`config.mk`:
```
export PLATFORM = sky130hd
export DESIGN_NAME = stack_machine_execute_unit
export DESIGN_NICKNAME = d
export VERILOG_FILES = /design/src/rtl/smeu_pkg.sv /design/src/rtl/stack_machine_execute_unit.sv /design/src/rtl/smeu_core.sv
export SDC_FILE = /design/constraint.sdc
export NUM_CORES = 2
export LEC_CHECK = 0
export CAP_MARGIN = 20
export CORE_AREA = 2 2 391 684
export DETAILED_ROUTE_END_ITERATION = 6
export DIE_AREA = 0 0 393 686
export DONT_BUFFER_PORTS = 1
export PLACE_DENSITY = 0.56
export SETUP_SLACK_MARGIN = 0.02
export SLEW_MARGIN = 10
export SYNTH_ARGS = -nofsm -noshare
export SYNTH_HDL_FRONTEND = slang
export SYNTH_HIERARCHICAL = 1
export SYNTH_SLANG_ARGS = --single-unit
```
`constraint.sdc`:
```
create_clock -name clock -period 11.2 [get_ports clock]
set_input_delay 1.68 -clock clock [delete_from_list [all_inputs] [get_ports clock]]
set_output_delay 1.68 -clock clock [all_outputs]
set_load 0.02 [all_outputs]
```
`src/rtl/smeu_pkg.sv`:
```
// Shared types and constants for the stack machine execute unit.
// Depends on nothing; imported by smeu_core, stack_machine_execute_unit and the testbench.
`default_nettype none

package smeu_pkg;

   localparam int STACK_DEPTH  = 64;
   localparam int PC_WIDTH     = 16;
   localparam int DATA_W       = 32;
   localparam int SP_W         = $clog2(STACK_DEPTH + 1);
   localparam int ADDR_W       = $clog2(STACK_DEPTH);
   localparam int OP_W         = 4;
   localparam int NEXT_PC_W    = 16;
   localparam int COUNT_W      = 7;
   localparam int STATUS_W     = 2;
   localparam int REQ_DATA_W   = 64;
   localparam int RSP_DATA_W   = 56;
   localparam int RSP_USER_W   = 3;

   typedef enum logic [OP_W-1:0] {
      OP_READ   = 4'd0,
      OP_ADD    = 4'd1,
      OP_WRITE  = 4'd2,
      OP_PUSH   = 4'd3,
      OP_DUP    = 4'd4,
      OP_JUMPIF = 4'd5,
      OP_MUL    = 4'd6,
      OP_SWAP   = 4'd7,
      OP_OVER   = 4'd8
   } op_type;

   typedef enum logic [STATUS_W-1:0] {
      ST_OK    = 2'd0,
      ST_UNDER = 2'd1,
      ST_OVER  = 2'd2
   } status_type;

   // Outcome of one instruction, as handed from the core to the result register.
   typedef struct packed {
      logic [NEXT_PC_W-1:0] next_pc;
      logic                 write_valid;
      logic [DATA_W-1:0]    write_value;
      status_type           status;
      logic [COUNT_W-1:0]   stack_count;
   } result_type;

endpackage

`default_nettype wire

```
`src/rtl/stack_machine_execute_unit.sv`:
```
// Top level of the stack machine execute unit: input register, execute core and
// result register on stream channels. Depends on smeu_pkg and smeu_core.
//
//   Channel | Ports          | Direction | Contents
//   --------+----------------+-----------+-------------------------------------
//   request | req_t*         | in        | one instruction per transfer
//   result  | rsp_t*         | out       | one result per instruction
//
// An instruction is taken into the input register and executes as it moves into
// the result register, from which its result is offered on the result channel.
// One instruction per cycle is sustained while the result channel does not stall,
// with the one-port stack memory and the top three entries held in registers.
// While a result waits, one more instruction can be taken into the input register.
// Reset empties both registers and clears the stack depth and program counter.
`default_nettype none

module stack_machine_execute_unit
   import smeu_pkg::*;
(
   input  wire logic                  clock,
   input  wire logic                  reset,

   input  wire logic                  req_tvalid,
   output      logic                  req_tready,
   // [31:0] operand, [63:32] read_value
   input  wire logic [REQ_DATA_W-1:0] req_tdata,
   // [3:0] req_type
   input  wire logic [OP_W-1:0]       req_tuser,

   output      logic                  rsp_tvalid,
   input  wire logic                  rsp_tready,
   // [15:0] next_pc, [47:16] write_value, [54:48] stack_count, [55] zero
   output      logic [RSP_DATA_W-1:0] rsp_tdata,
   // [0] write_valid, [2:1] status
   output      logic [RSP_USER_W-1:0] rsp_tuser
);

   logic              in_valid_ff, in_valid_in;
   logic [OP_W-1:0]   in_op_ff;
   logic [DATA_W-1:0] in_operand_ff;
   logic [DATA_W-1:0] in_read_ff;

   logic              out_valid_ff, out_valid_in;
   result_type        out_ff;
   result_type        result;

   logic              advance;
   logic              exec_en;
   logic              req_xfer;

   assign advance    = !out_valid_ff || rsp_tready;
   assign exec_en    = in_valid_ff && advance;
   assign req_tready = !in_valid_ff || advance;
   assign req_xfer   = req_tvalid && req_tready;

   always_comb begin
      in_valid_in = in_valid_ff;
      if (req_xfer) begin
         in_valid_in = 1'b1;
      end else if (exec_en) begin
         in_valid_in = 1'b0;
      end
      out_valid_in = out_valid_ff;
      if (exec_en) begin
         out_valid_in = 1'b1;
      end else if (rsp_tready) begin
         out_valid_in = 1'b0;
      end
   end

   always_ff @(posedge clock) begin
      if (reset) begin
         in_valid_ff  <= 1'b0;
         out_valid_ff <= 1'b0;
      end else begin
         in_valid_ff  <= in_valid_in;
         out_valid_ff <= out_valid_in;
      end
   end

   always_ff @(posedge clock) begin
      if (req_xfer) begin
         in_op_ff      <= req_tuser;
         in_operand_ff <= req_tdata[DATA_W-1:0];
         in_read_ff    <= req_tdata[2*DATA_W-1:DATA_W];
      end
      if (exec_en) begin
         out_ff <= result;
      end
   end

   smeu_core u_core (
      .clock      (clock),
      .reset      (reset),
      .exec_en    (exec_en),
      .op         (in_op_ff),
      .operand    (in_operand_ff),
      .read_value (in_read_ff),
      .result     (result)
   );

   assign rsp_tvalid = out_valid_ff;
   assign rsp_tdata  = {1'b0, out_ff.stack_count, out_ff.write_value, out_ff.next_pc};
   assign rsp_tuser  = {out_ff.status, out_ff.write_valid};

endmodule

`default_nettype wire

```
`src/rtl/smeu_core.sv`:
```
// Architectural state and execute logic: top two stack entries and a prefetched
// third entry in registers, deeper entries in a memory. Depends on smeu_pkg.
`default_nettype none

module smeu_core
   import smeu_pkg::*;
(
   input  wire logic              clock,
   input  wire logic              reset,
   input  wire logic              exec_en,
   input  wire logic [OP_W-1:0]   op,
   input  wire logic [DATA_W-1:0] operand,
   input  wire logic [DATA_W-1:0] read_value,
   output result_type             result
);

   logic [DATA_W-1:0]   stack_mem [STACK_DEPTH];

   logic [SP_W-1:0]     sp_ff, sp_in;
   logic [PC_WIDTH-1:0] pc_ff, pc_in;
   logic [DATA_W-1:0]   top_ff, top_in;
   logic [DATA_W-1:0]   nos_ff, nos_in;
   logic [DATA_W-1:0]   third_ff;

   logic [1:0]          need;
   logic                grow;
   logic                legal;
   logic                under;
   logic                over;
   logic                ok;
   logic                do_push;
   logic                do_pop;
   logic [DATA_W-1:0]   push_value;
   logic [DATA_W-1:0]   prod;
   logic [SP_W-1:0]     wr_ptr;
   logic [SP_W-1:0]     rd_ptr;
   logic                mem_we;
   logic                wvalid;
   logic [DATA_W-1:0]   wvalue;

   always_comb begin
      need  = 2'd0;
      grow  = 1'b0;
      legal = 1'b1;
      case (op)
         OP_READ, OP_PUSH: begin
            grow = 1'b1;
         end
         OP_DUP: begin
            need = 2'd1;
            grow = 1'b1;
         end
         OP_OVER: begin
            need = 2'd2;
            grow = 1'b1;
         end
         OP_ADD, OP_MUL, OP_SWAP: begin
            need = 2'd2;
         end
         OP_WRITE, OP_JUMPIF: begin
            need = 2'd1;
         end
         default: begin
            legal = 1'b0;
         end
      endcase
   end

   assign under = legal && (sp_ff < SP_W'(need));
   assign over  = legal && !under && grow && (sp_ff >= SP_W'(STACK_DEPTH));
   assign ok    = legal && !under && !over;

   assign prod = DATA_W'(top_ff * nos_ff);

   always_comb begin
      top_in     = top_ff;
      nos_in     = nos_ff;
      sp_in      = sp_ff;
      pc_in      = pc_ff + PC_WIDTH'(1);
      do_push    = 1'b0;
      do_pop     = 1'b0;
      push_value = operand;
      wvalid     = 1'b0;
      wvalue     = '0;
      if (ok) begin
         case (op)
            OP_READ: begin
               do_push    = 1'b1;
               push_value = read_value;
            end
            OP_PUSH: begin
               do_push    = 1'b1;
               push_value = operand;
            end
            OP_DUP: begin
               do_push    = 1'b1;
               push_value = top_ff;
            end
            OP_OVER: begin
               do_push    = 1'b1;
               push_value = nos_ff;
            end
            OP_ADD: begin
               do_pop = 1'b1;
               top_in = top_ff + nos_ff;
            end
            OP_MUL: begin
               do_pop = 1'b1;
               top_in = prod;
            end
            OP_SWAP: begin
               top_in = nos_ff;
               nos_in = top_ff;
            end
            OP_WRITE: begin
               do_pop = 1'b1;
               top_in = nos_ff;
               wvalid = 1'b1;
               wvalue = top_ff;
            end
            OP_JUMPIF: begin
               do_pop = 1'b1;
               top_in = nos_ff;
               if (!top_ff[DATA_W-1]) begin
                  pc_in = operand[PC_WIDTH-1:0];
               end
            end
            default: begin
            end
         endcase
         if (do_push) begin
            top_in = push_value;
            nos_in = top_ff;
            sp_in  = sp_ff + SP_W'(1);
         end
         if (do_pop) begin
            nos_in = third_ff;
            sp_in  = sp_ff - SP_W'(1);
         end
      end
   end

   // On a push the old second entry spills to memory; on a pop the entry that
   // becomes third is fetched from memory at the same edge.
   assign wr_ptr = sp_ff - SP_W'(2);
   assign rd_ptr = sp_ff - SP_W'(4);
   assign mem_we = exec_en && do_push && (sp_ff >= SP_W'(2));

   always_ff @(posedge clock) begin
      if (mem_we) begin
         stack_mem[wr_ptr[ADDR_W-1:0]] <= nos_ff;
      end
      if (exec_en && do_push) begin
         third_ff <= nos_ff;
      end else if (exec_en && do_pop) begin
         third_ff <= stack_mem[rd_ptr[ADDR_W-1:0]];
      end
   end

   always_ff @(posedge clock) begin
      if (reset) begin
         sp_ff <= '0;
         pc_ff <= '0;
      end else if (exec_en) begin
         sp_ff <= sp_in;
         pc_ff <= pc_in;
      end
   end

   always_ff @(posedge clock) begin
      if (exec_en) begin
         top_ff <= top_in;
         nos_ff <= nos_in;
      end
   end

   always_comb begin
      result.next_pc     = NEXT_PC_W'(pc_in);
      result.write_valid = wvalid;
      result.write_value = wvalue;
      result.status      = under ? ST_UNDER : (over ? ST_OVER : ST_OK);
      result.stack_count = COUNT_W'(sp_in);
   end

endmodule

`default_nettype wire

```
# ---- Yosys cells after proc, flatten, opt, wreduce, memory -nomap -nowiden
# Memory sizes are Yosys's and may differ from the RTL's.
# Cells that the tools add are included.
dict set report classes {
  n_addsub 6
  multipliers 1
  order_cmp 3
  eq_ne 9
  mux 30
  reduce_logical 31
}
# cell n
set ops {}
lappend ops {{32-bit 2-to-1 mux} 6}
lappend ops {{32-bit case mux with 3 select lines} 2}
lappend ops {{16-bit 2-to-1 mux} 3}
lappend ops {{32-bit adder} 1}
lappend ops {{32-bit by 32-bit multiplier with 32-bit output} 1}
lappend ops {{7-bit 2-to-1 mux} 3}
lappend ops {{16-bit by 1-bit adder with 16-bit output (second input constant)} 1}
lappend ops {{4-bit by 3-bit == test with 1-bit output (second input constant)} 4}
lappend ops {{1-bit 2-to-1 mux} 14}
lappend ops {{4-bit OR reduction} 3}
lappend ops {{1-bit logical AND} 10}
lappend ops {{9-bit OR reduction} 1}
lappend ops {{4-bit by 2-bit == test with 1-bit output (second input constant)} 2}
lappend ops {{7-bit by 1-bit adder with 7-bit output (second input constant)} 1}
lappend ops {{7-bit by 2-bit greater-or-equal comparator with 1-bit output (second input constant)} 1}
lappend ops {{7-bit greater-or-equal comparator (second input constant)} 1}
lappend ops {{7-bit by 2-bit less-than comparator with 1-bit output} 1}
lappend ops {{7-bit by 1-bit subtractor with 7-bit output (second input constant)} 1}
lappend ops {{2-bit nonzero test} 3}
lappend ops {{3-bit OR reduction} 2}
lappend ops {{6-bit by 2-bit subtractor with 6-bit output (second input constant)} 1}
lappend ops {{6-bit by 3-bit subtractor with 6-bit output (second input constant)} 1}
lappend ops {{4-bit by 1-bit == test with 1-bit output (second input constant)} 1}
lappend ops {{4-bit == test (second input constant)} 1}
lappend ops {{other kinds (11)} 15}
dict set report totals {
  register_bits 247
  ram_bits 2048
  input_bits 72
  output_inout_bits 61
  n_memories 1
}
# memory words width read_ports rd_clocked_by_memory_dff write_ports line
set mem_list {}
lappend mem_list {u_core.stack_mem 64 32 1 0 1 smeu_core.sv:17} ;# logic [DATA_W-1:0] stack_mem [STACK_DEPTH];

# ---- Logic depth before layout (Yosys ltp)
dict set report depth {
  ltp_word 17
  depth_mapped 29
  depth_no_buf 27
}

# ---- Cells and area by module
# The synthesis kept the hierarchy.
# mod instances cells_per_inst area_each_um2
set modules_own_cells {}
lappend modules_own_cells {smeu_core 1 7281 101273.4}
lappend modules_own_cells {stack_machine_execute_unit 1 138 3898.7}

# ---- Least setup slack after synthesis
# OpenSTA, ideal clock, no wires.
dict set report synth_timing {
  kind {reg2reg}
  start {reg u_core.nos_ff[6]}
  end {reg u_core.top_ff[31], data pin}
  setup_ns 0.259
  arrival_ns 7.559
  setup_slack_ns 3.382
  path_stages_with_launch 28
  cell_sequence {edfxtp_1 -> clkbuf_1 -> clkbuf_1 -> and2_1 -> fa_1 -> fa_1 -> fa_1 -> inv_1 -> fa_1 -> inv_1 -> fa_1 -> inv_1 -> fa_1 -> inv_1 -> fa_1 -> fa_1 -> ha_1 -> a21o_1 -> a21oi_1 -> o21ai_0 -> a31oi_1 -> nand2_1 -> nand4_1 -> a31o_2 -> a21oi_1 -> xnor2_1 -> o21ai_0 -> o31a_1}
}
dict set report synth_via {
  elab_chain_len 3
  word_cells_on_any_way 4
  classes_between {add/sub (1); mul (1); mux (2)}
}
# item line
set synth_rtl {}
lappend synth_rtl {{from (decl)} smeu_core.sv:22} ;# logic [DATA_W-1:0] nos_ff, nos_in;
lappend synth_rtl {{from (signal assigned)} smeu_core.sv:173} ;# nos_ff <= nos_in;
lappend synth_rtl {{32-bit by 32-bit multiplier with 32-bit output or 32-bit adder (tied branches)} {smeu_core.sv:73, smeu_core.sv:105}}
lappend synth_rtl {{32-bit case mux with 3 select lines (*)} smeu_core.sv:86} ;# case (op)
lappend synth_rtl {{32-bit 2-to-1 mux (*)} smeu_core.sv:131} ;# if (do_push) begin
lappend synth_rtl {{to (signal assigned)} smeu_core.sv:172} ;# top_ff <= top_in;
lappend synth_rtl {{to (decl)} smeu_core.sv:21} ;# logic [DATA_W-1:0] top_ff, top_in;
# Every way passes the cells marked *; elsewhere a longest branch is shown, timed or not.
# A chain may end at the register's enable or synchronous reset.

# ---- Worst setup path in the final report
dict set report layout_timing {
  start {reg u_core.nos_ff[7]}
  end {reg u_core.top_ff[23], data pin}
}
# Same word-level chain as after synthesis.

==> results.md <==
* CP Capture Type: flop
* Logic pwr share at 44.3%
* Drt first-iter violations at 7671
* Setup Viol. Count Final at 0
* Min-Delay Startpoint: u_core/third_ff[5]
* Syn nets at 8060
* Yosys cell types at 81
* Worst Path Class, Setup: flop to flop
* Fin crit share at 84.4%
* Initial core utilization at 39.8%
* Crit-path max FO at 45
* Worst hold slack at 0.487 ns
* Max Slew Vio Count at 0
* Actual slew at the worst max-slew pin at 1.29 ns
* Skew-Pair Late Insertion Delay at 0.89 ns
* Clock power share at 23.6%
* I/O pin total at 133
* Worst Setup Start Kind: flop
* Slowest cell delay on critical path at 0.83 ns
* Max IR drop VDD at 0.697 mV
* Power Density at 254 nW/um2
* Std cell rows at 250
* Total Wirelength at 383000 um
* Vias at 66600
* Commonest cells after routing, fill and taps aside: 2270 x edfxtp_1, 707 x nand2_1, 463 x a21oi_1
* Final ANT Viol Nets at 0
* Reg power frac at 32.1%
* Dpl hpwl at 232000 um
* Setup bufs post-CTS at 0
* Setup TNS at 0 ns
* IO buf count at 0
* Worst-path clk slew at 0.07 ns
* Largest net degree at the start of global routing at 99
* Fin nets at 8063
* Worst r2r src: u_core/nos_ff[7]
* Sink Count at 2295
* #FFs+latches synth at 2295
* Share of layout cells above drive strength 1 at 10.4%
* H-tree depth at 4
* DR vias/cell at 5.99
* Die W at 393 um
* Initial antenna violation count at 30
* Switching share of power at 38.1%
* Final Hold Vio Count at 0
* Arr. time, crit path at 10.06 ns
* Drt wl/cell at 34.4 um
* Most common cell after layout, fill and taps aside: edfxtp_1
* Max Clk Rate at 106 MHz
* Post-synth EDFFs at 2270
* Setup crit start: u_core/nos_ff[7]
* Top_reg_cell synth: edfxtp_1
* Max-cap viol count at 0
* Num CTS Buffers at 204
* GPL Wtd Cong at 0.999
* Crit path time final at 9.46 ns
* Gate Count Post-Synth at 7419
* Vias in the first global route at 67900
* Slowest CP cell: a21oi_1
* Hold_buf cts at 0
* Maximum clock path buffer count at 4
* CTS tree: yes
* Post-synthesis sequential area ratio at 65.3%
* Post-DP Area at 111000 um2
* First-pass GRT wire length at 528000 um
* Slew headroom at 13.5%
* Syn avg cell area at 14.2 um2
* Post-CTS resize count at 0
* Die Span Y at 686 um
* Fill count at 23500
* GR Util All Layers at 28.1%
* Layout area overhead at 11.6%
* Yosys warns at 6
* RSZ-0062 raised after global routing: false
* Core area at 264000 um2
* Die ar. at 270000 um2
* Most used cell, CP: fa_1
* CP Cell Sequence: buf_4 -> and2_1 -> fa_1 -> fa_1 -> fa_1 -> inv_1 -> fa_1 -> inv_1 -> fa_1 -> ha_1 -> fa_1 -> fa_1 -> ha_1 -> a21oi_1 -> nand4b_1 -> o21ai_0 -> o21bai_1 -> nand2_1 -> nand2b_1 -> a21oi_1 -> xnor2_1 -> a21oi_1 -> a31oi_1
* Post-route cell area at 117000 um2
* Mapped cell area at 105000 um2
* Required @ worst endpoint at 11.81 ns
* Int Power at 18500 uW
* CTS root buf: clkbuf_16
* Worst Skew at 0.0765 ns
* 1st-pass router iterations at 6
* Status: complete, no violations
* Async S/R FF share, synth at 0%
* Global route total overflow at 0
* Min-Delay Path Class: flop to flop
* DRC Markers at 0
* Net Sw Power at 11400 uW
* Leak Pwr at 0.0390 uW
==> stage by stage <==
stage / cells / setup WS (ns) / power [uW] / util, %
after floorplan: 7419 / 3.38 / 18600 / -
after global placement: 10700 / 2.09 / 22600 / 41.9
after detailed placement: 10700 / 2.09 / 22600 / 41.9
after CTS: 11100 / 2.10 / 29600 / 44.4
after global routing: 11100 / 1.71 / 31200 / 44.4
final: 11100 / 1.74 / 29900 / 44.4
==> power by group through the flow <==
stage / Clock [uW] / Sequential, uW / Combinational, uW
2_1_floorplan: 0 / 9750 / 8810
3_3_place_gp: 0 / 9760 / 12800
3_5_place_dp: 0 / 9760 / 12900
4_1_cts: 7130 / 9570 / 13000
5_1_grt: 7420 / 9560 / 14300
6_report: 7050 / 9570 / 13200
==> final timing paths <==
kind / to / slack (ns) / cells past startpoint
min reg2reg: u_core/nos_ff[5] / 0.49 / 2
max reg2reg: u_core/top_ff[23] / 1.74 / 23
min: u_core/nos_ff[5] / 0.49 / 2
max: u_core/top_ff[23] / 1.74 / 23
==> final cells by class <==
| type | instances | area, um2 | area share [%] |
|---|---|---|---|
| Antenna cell | 21 | 52.6 | 0.0448 |
| Clock buffer | 247 | 5310 | 4.52 |
| Clock inverter | 115 | 1150 | 0.980 |
| Inverter | 405 | 1530 | 1.30 |
| Multi-Input combinational cell | 4239 | 33900 | 28.9 |
| Sequential cell | 2295 | 68700 | 58.5 |
| Tap cell | 3528 | 4410 | 3.76 |
| Timing Repair Buffer | 277 | 2380 | 2.03 |
==> registers in the layout (all words and copies together) (netlist names), 4 cells and up <==
name,cells
u_core/pc_ff,16
in_read_ff,32
in_operand_ff,32
u_core/top_ff,32
in_op_ff,4
rsp_tdata,55
u_core/third_ff,32
u_core/nos_ff,32
u_core/stack_mem,2048
u_core/sp_ff,7
==> worst max-delay path: cells and delay by family (launching register included) <==
kind / cells / cell delay (ns)
flops: 1 / 0.67
simple gates: 4 / 0.92
buf+inv: 3 / 0.95
fa+ha+maj: 9 / 4.40
xor+xnor: 1 / 0.12
compound gates: 6 / 2.03
==> routing by layer <==
metal | track usage [%] | up-vias | share of wire (%)
met4 | 22.6 | 16 | 9.3
li1 | - | 27400 | -
met2 | 48.1 | 3436 | 50
met1 | 30.5 | 34600 | 34
met3 | 4.79 | 1124 | 7.2
met5 | 0 | - | 0.030
==> cells in the mapped netlist, drive strengths merged, types with 10 or more instances <==
library cell,n,area share (%)
o21ai,276,1.3
a21o,26,0.19
a221o,14,0.13
a22oi,340,2.4
nor3,56,0.27
edfxtp,2270,65
a21oi,471,2.2
nand3,161,0.77
o211ai,18,0.13
o2111ai,16,0.13
nand2b,15,0.089
mux2,45,0.48
inv,404,1.4
and2,338,2.0
clkbuf,367,1.3
buf,113,0.49
xnor2,96,0.80
mux4,58,1.2
dfxtp,25,0.48
a221oi,126,1.0
o21a,10,0.071
a311oi,34,0.28
nor2,305,1.1
nand2,707,2.5
ha,160,1.9
a31oi,47,0.28
and3,10,0.059
a22o,23,0.19
o31ai,21,0.15
a211oi,43,0.31
xor2,44,0.37
mux2i,219,2.1
fa,409,7.8
nand4,62,0.37
nor2b,10,0.059
==> logic make-up after synthesis <==
logic type | count (synthesis) | synth area share, %
xor+xnor | 140 | 1.17
buf+inv | 885 | 3.24
flops | 2295 | 65.3
other cells | 1 | 0.00357
simple gates | 1682 | 7.37
mux | 322 | 3.81
compound gates | 1525 | 9.43
fa+ha+maj | 569 | 9.69
No activity file was read; power rests on OpenSTA's default activity.
